$ cat src/design/gru_pkg.sv
// ----------------------------------------------------------------------------
// gru_pkg: shared types and constants
// Item layouts, command codes and fixed-point constants for the rotation unit.
// ----------------------------------------------------------------------------
`default_nettype none

package gru_pkg;

    localparam int PORT_W          = 32;
    localparam int DATA_WIDTH_DEF  = 32;
    localparam int FRAC_CS         = 30;

    localparam logic signed [31:0] ONE_Q30 = 32'sh4000_0000;

    localparam logic CMD_COMPUTE = 1'b0;
    localparam logic CMD_APPLY   = 1'b1;

    localparam int DIV_NUM_W  = 62;
    localparam int DIV_DEN_W  = 32;
    localparam int DIV_QUOT_W = 31;

    typedef struct packed {
        logic               command;
        logic signed [31:0] first_in;
        logic signed [31:0] second_in;
    } gru_in_t;

    typedef struct packed {
        logic signed [31:0] first_out;
        logic signed [31:0] second_out;
        logic signed [31:0] cos_out;
        logic signed [31:0] sin_out;
    } gru_out_t;

endpackage

`default_nettype wire

$ cat src/design/gru_div.sv
// ----------------------------------------------------------------------------
// gru_div: restoring divider
// One quotient bit per cycle; quotient known to fit in DIV_QUOT_W bits.
// ----------------------------------------------------------------------------
`default_nettype none

module gru_div (
    input  wire logic                             aclk,
    input  wire logic                             aresetn,
    input  wire logic                             start,
    input  wire logic [gru_pkg::DIV_NUM_W-1:0]    num,
    input  wire logic [gru_pkg::DIV_DEN_W-1:0]    den,
    output logic                                  done,
    output logic      [gru_pkg::DIV_QUOT_W-1:0]   quot
);

    localparam int QW = gru_pkg::DIV_QUOT_W;
    localparam int DW = gru_pkg::DIV_DEN_W;

    logic              busy_reg;
    logic              done_reg;
    logic [4:0]        cnt_reg;
    logic [DW:0]       rem_reg;
    logic [QW-1:0]     nsh_reg;
    logic [QW-1:0]     quot_reg;
    logic [DW-1:0]     den_reg;

    logic [DW:0]       rem_sh;
    logic              ge;
    logic [DW:0]       rem_next;

    assign rem_sh   = {rem_reg[DW-1:0], nsh_reg[QW-1]};
    assign ge       = rem_sh >= {1'b0, den_reg};
    assign rem_next = ge ? (rem_sh - {1'b0, den_reg}) : rem_sh;

    always_ff @(posedge aclk) begin
        if (!aresetn) begin
            busy_reg <= 1'b0;
            done_reg <= 1'b0;
            cnt_reg  <= '0;
        end else begin
            done_reg <= 1'b0;
            if (start) begin
                rem_reg  <= {{(DW+1-QW){1'b0}}, num[gru_pkg::DIV_NUM_W-1:QW]};
                nsh_reg  <= num[QW-1:0];
                den_reg  <= den;
                cnt_reg  <= '0;
                busy_reg <= 1'b1;
            end else if (busy_reg) begin
                rem_reg  <= rem_next;
                nsh_reg  <= {nsh_reg[QW-2:0], 1'b0};
                quot_reg <= {quot_reg[QW-2:0], ge};
                cnt_reg  <= cnt_reg + 5'd1;
                if (cnt_reg == 5'(QW - 1)) begin
                    busy_reg <= 1'b0;
                    done_reg <= 1'b1;
                end
            end
        end
    end

    assign done = done_reg;
    assign quot = quot_reg;

endmodule

`default_nettype wire

$ cat config.mk
export PLATFORM = sky130hd
export DESIGN_NAME = gru_div
export DESIGN_NICKNAME = d
export VERILOG_FILES = /design/src/design/gru_pkg.sv /design/src/design/gru_div.sv
export SDC_FILE = /design/constraint.sdc
export NUM_CORES = 1
export LEC_CHECK = 0
export BUFFER_PORTS_ARGS = -buffer_cell sky130_fd_sc_hd__buf_2
export CAP_MARGIN = 25
export CORE_MARGIN = 5
export CORE_UTILIZATION = 27
export CTS_CLUSTER_SIZE = 20
export DETAILED_ROUTE_END_ITERATION = 12
export HOLD_SLACK_MARGIN = 0.03
export PLACE_DENSITY = 0.57
export SYNTH_ARGS = -nofsm -noshare
export SYNTH_HDL_FRONTEND = slang
export SYNTH_SLANG_ARGS = --single-unit
$ cat constraint.sdc
create_clock -name aclk -period 3.7 [get_ports aclk]
set_input_delay 1.11 -clock aclk [delete_from_list [all_inputs] [get_ports aclk]]
set_output_delay 1.11 -clock aclk [all_outputs]
set_load 0.1 [all_outputs]
# Word level (Yosys, flattened, before mapping)
# Index checks and enable logic that the tools add are counted.
[classes] n_mux=9 addsub=2 n_eq_ne=1 magnitude_cmp=1 reduce_logical=6 bitwise_logic=3
[op_table] operator="31-bit 2-to-1 mux" n=3
[op_table] operator="32-bit 2-to-1 mux" n=2
[op_table] operator="33-bit by 32-bit greater-or-equal comparator with 1-bit output" n=1
[op_table] operator="32-bit subtractor" n=1
[op_table] operator="5-bit by 1-bit adder with 5-bit output (second input constant)" n=1
[op_table] operator="5-bit == test (second input constant)" n=1
[op_table] operator="1-bit 2-to-1 mux" n=4
[op_table] operator="2-bit AND reduction" n=2
[op_table] operator="1-bit inverter" n=3
[op_table] operator="3-bit AND reduction" n=1
[op_table] operator="3-bit OR reduction" n=1
[op_table] operator="2-bit nonzero test" n=1
[op_table] operator="2-bit OR reduction" n=1
[word_totals] word_cells=30 regBits=133 output_inout_bits=32

# Depth between registers and ports, before layout
[depth] ltp_word=4 mapped_depth=14

# Worst setup path after synthesis
# No wires, ideal clock.
[synth_timing] path_type="input to register" start="input start" end="register nsh_reg[0] (enable)" required_ns=3.275 cell_stages=3 setup_ns=0.425 arrival_time_ns=3.098 path_slack_ns=0.177 n_path_buf=2 cell_sequence="clkbuf_1 -> clkbuf_1 -> o21a_1"
[synth_between] elab_chain_cells=2
[synth_lines] item="start, declared" line="gru_div.sv:10" text="input wire logic start,"
[synth_lines] item="2-bit nonzero test (no source line)"
[synth_lines] item="2-bit AND reduction (no source line)"
[synth_lines] item="end signal, assigned" line="gru_div.sv:45" text="nsh_reg <= num[QW-1:0];"
[synth_lines] item="end signal, assigned" line="gru_div.sv:51" text="nsh_reg <= {nsh_reg[QW-2:0], 1'b0};"
[synth_lines] item="end, declared" line="gru_div.sv:24" text="logic [QW-1:0] nsh_reg;"
# No other way between the ends.
# A chain may end at the register's enable or synchronous reset.

# Worst setup path after layout
[layout_timing] start="register nsh_reg[30]" end="register rem_reg[20] (data pin)"
[layout_between] elab_chain_cells=4 elab_cells_between_ends=5 cone_classes="1 x add/sub; 1 x order compare; 3 x mux"
[layout_lines] item="32-bit subtractor or 33-bit by 32-bit greater-or-equal comparator with 1-bit output (tied branches)" line="gru_div.sv:34, gru_div.sv:33"
[layout_lines] item="32-bit 2-to-1 mux (*)" line="gru_div.sv:34" text="assign rem_next = ge ? (rem_sh - {1'b0, den_reg}) : rem_sh;"
[layout_lines] item="32-bit 2-to-1 mux (*)" line="gru_div.sv:49" text="end else if (busy_reg) begin"
[layout_lines] item="31-bit 2-to-1 mux (*)" line="gru_div.sv:43" text="if (start) begin"
[layout_lines] item="end signal, assigned" line="gru_div.sv:44" text="rem_reg <= {{(DW+1-QW){1'b0}}, num[gru_pkg::DIV_NUM_W-1:QW]};"
[layout_lines] item="end signal, assigned" line="gru_div.sv:50" text="rem_reg <= rem_next;"
[layout_lines] item="end, declared" line="gru_div.sv:23" text="logic [DW:0] rem_reg;"
# Every way passes the cells marked *; elsewhere a longest branch is shown, timed or not. The select of a mux whose other input is x is not followed.

==> metrics.txt <==
via count 4871; WP buf/inv 2; Max Cap Violations 0; hold path start quot[15]; P_leak roughly 3.5 nW; Layout area overhead 23.02%; setup violators final 0; CTS tree yes; CP startpoint kind flip-flop; crit path launch nsh_reg[30]; worst r2r path cells 12; achievable frequency approximately 300 MHz; Main synth FF type edfxtp_1; largest net degree at the start of global routing between 60 and 70; Post-synth EDFFs roughly 130; post-route ant nets 0; number of buffers inserted by hold repair at cts 0; CTS max path bufs 2; CORE AREA approximately 26000 um2; reg2reg setup slack between 0.3 and 0.4 ns; post-detail-place hpwl 12.08 mm; Hold Path Depth 0; Syn Nets 715; crit path capture type flip-flop; fraction of registers with async set/reset 0; GP Congestion between 0.8 and 0.9; drt wl/cell roughly 16 um; CP Max Fanout 4; Hold EP quot[16]; Horiz. Die Dim roughly 170 um; clock sinks about 130; RR Startpoint nsh_reg[30]; Design Power roughly 4.5 mW; Inst Count DP about 1.0k; initial antenna violation count 10; Synth area leader edfxtp_1; Post-Syn Area about 7000 um2; CTS root buffer clkbuf_16; Worst-Skew Late Latency between 0.4 and 0.5 ns; WL met3 1.333 mm; #FFs+latches synth about 130; WL met2 roughly 7.6 mm; Post-Layout Cell Count 1065; CP cell instances inv_1, ha_1, inv_1, fa_1, a21o_1, a221oi_2, o221ai_1, a21o_1, a21boi_0, o21ai_0, xor2_1, a221o_1; io pins about 130; Synth Area per Inst between 10 and 15 um2; CP max stage delay approximately 0.39 ns; nets around 850; Worst Hold Class flip-flop to flip-flop; uppermost routed layer met5; WL met1 7.523 mm; status complete, no violations; WP data required around 3.9 ns; Reg2Reg Capture Point rem_reg[20]; PwrDens between 500 and 600 nW/um2; Hold Slack roughly 0.44 ns; Seq/Total Area, Yosys 0.5584; clock skew 0.007931 ns; Initial Util 0.2720; Slowest-stage cell, CP fa_1; DP Worst Slack around 0.31 ns; postcts setup bufs 0; Final Cycle Share 0.9149; final WL between 15 and 20 mm; Worst Tran Pin Value around 0.58 ns; die area 29350 um2; buffers added on ports 128; total gr overflow 0; Arr. time, crit path roughly 3.6 ns; crit path kind flip-flop to flip-flop; Yosys top cell area share 0.5385; starting DRC count in detailed routing 240; Slew Limit Fails 0; Worst Slack Setup Final between 0.3 and 0.4 ns; H-tree levels 4; Peak VDD IR 0.2961 mV; Tmin final approximately 3.4 ns; cts repair resizes 0; # rows 59; share of cells above drive strength 1 0.2936; Hold Fails Final Rpt 0; vias per inst around 4.6; setup tns final 0 ns; Slew HR 0.6059; delay-heaviest family, CP compound AO/OA/AOI/OAI gates; Netlist cell types 60; number of global-route vias before repair about 4.9k; Synth Instances approximately 580; CTS clock-pin slew for the worst setup and hold paths approximately 0.060 ns; RSZ-0062 raised after global routing false; Die H 171.3 um; top post-synthesis cells by area edfxtp_1 54%, ha_1 6.1%, mux2_2 5.6%; DRT Pass-1 Iters 4; first-pass GRT wire length approximately 26 mm; TritonCTS buffer count 17; GR Util All Layers 0.1144; Filler Cells Inserted between 2k and 3k; Yosys warning count 0; DRC viols 0
-- worst max-delay path by stage --
stage	end	slack (ns)	cells past startpoint
final	rem_reg[20]	0.31	12
after global routing	rem_reg[20]	0.06	12
after CTS	rem_reg[20]	0.32	12
after detailed placement	rem_reg[20]	0.31	12
after global placement	rem_reg[20]	0.37	12
after floorplan	nsh_reg[0]	0.18	3
-- routing by layer --
metal | vias to the layer above | GRT usage
li1 | 2442 | -
met1 | 2272 | 0.1425
met2 | 109 | 0.1795
met3 | 30 | 0.05079
met4 | 18 | 0.03514
met5 | - | 0
-- where the power goes --
group / total (mW) / switching [mW] / leakage [nW] / internal, mW
clock network: 1.70 / 0.701 / 0.273 / 1.00
registers: 1.82 / 0.0413 / 1.24 / 1.77
logic: 0.955 / 0.548 / 1.98 / 0.406
total: 4.47 / 1.29 / 3.49 / 3.18
-- synthesized netlist by cell type, types with 3 or more instances --
library cell	n
a21o_1	15
buf_6	3
nand4_1	11
mux2_2	35
nand2_1	37
clkbuf_1	15
a21oi_1	32
ha_1	34
a21boi_0	3
o21ai_1	10
o221ai_1	3
edfxtp_1	126
dfxtp_1	7
nor2_1	26
buf_2	4
xor2_1	12
and3_1	6
xnor2_1	16
o21a_1	9
o21bai_1	4
or3_1	3
a31oi_1	4
nor3b_1	3
a211oi_1	6
mux2i_1	22
o21ai_0	27
a211o_1	3
nor2b_1	8
inv_1	45
nand3_1	9
or2_2	3
nor3_1	6
-- cells by family after synthesis --
family                   count (synthesis)  synth area share
AO/OA/AOI/OAI                          136            0.1259
XOR/XNOR                                28           0.03490
adder cells (fa/ha/maj)                 35           0.06339
buffers and inverters                   68           0.04024
flip-flops                             133            0.5584
multiplexers                            57           0.08743
AND/OR/NAND/NOR                        126           0.08975
-- placed cells by master, fill, tap and decap left out, types with 17 or more instances in the layout --
master / instances
o21ai_0: 27
mux2i_1: 22
edfxtp_1: 126
a21oi_1: 32
buf_2: 127
nand2_1: 37
clkbuf_16: 17
inv_1: 45
mux2_2: 35
ha_1: 34
nor2_1: 25
-- per-stage QoR --
stage / utilization / instance area, um2
2_1_floorplan: - / 7027
3_3_place_gp: 0.3121 / 8063
3_5_place_dp: 0.3121 / 8063
4_1_cts: 0.3345 / 8642
5_1_grt: 0.3346 / 8645
6_report: 0.3346 / 8645
-- layout make-up --
class	count	area, um2	area share
Tap cell	335	419.2	0.04849
Antenna cell	1	2.502	0.0002895
Timing Repair Buffer	137	723.2	0.08366
Clock buffer	18	429.2	0.04965
Inverter	46	172.7	0.01997
Sequential cell	133	3924	0.4539
Clock inverter	13	150.1	0.01737
Multi-Input combinational cell	382	2824	0.3267
Note: power is estimated with default switching activity, not from simulation.
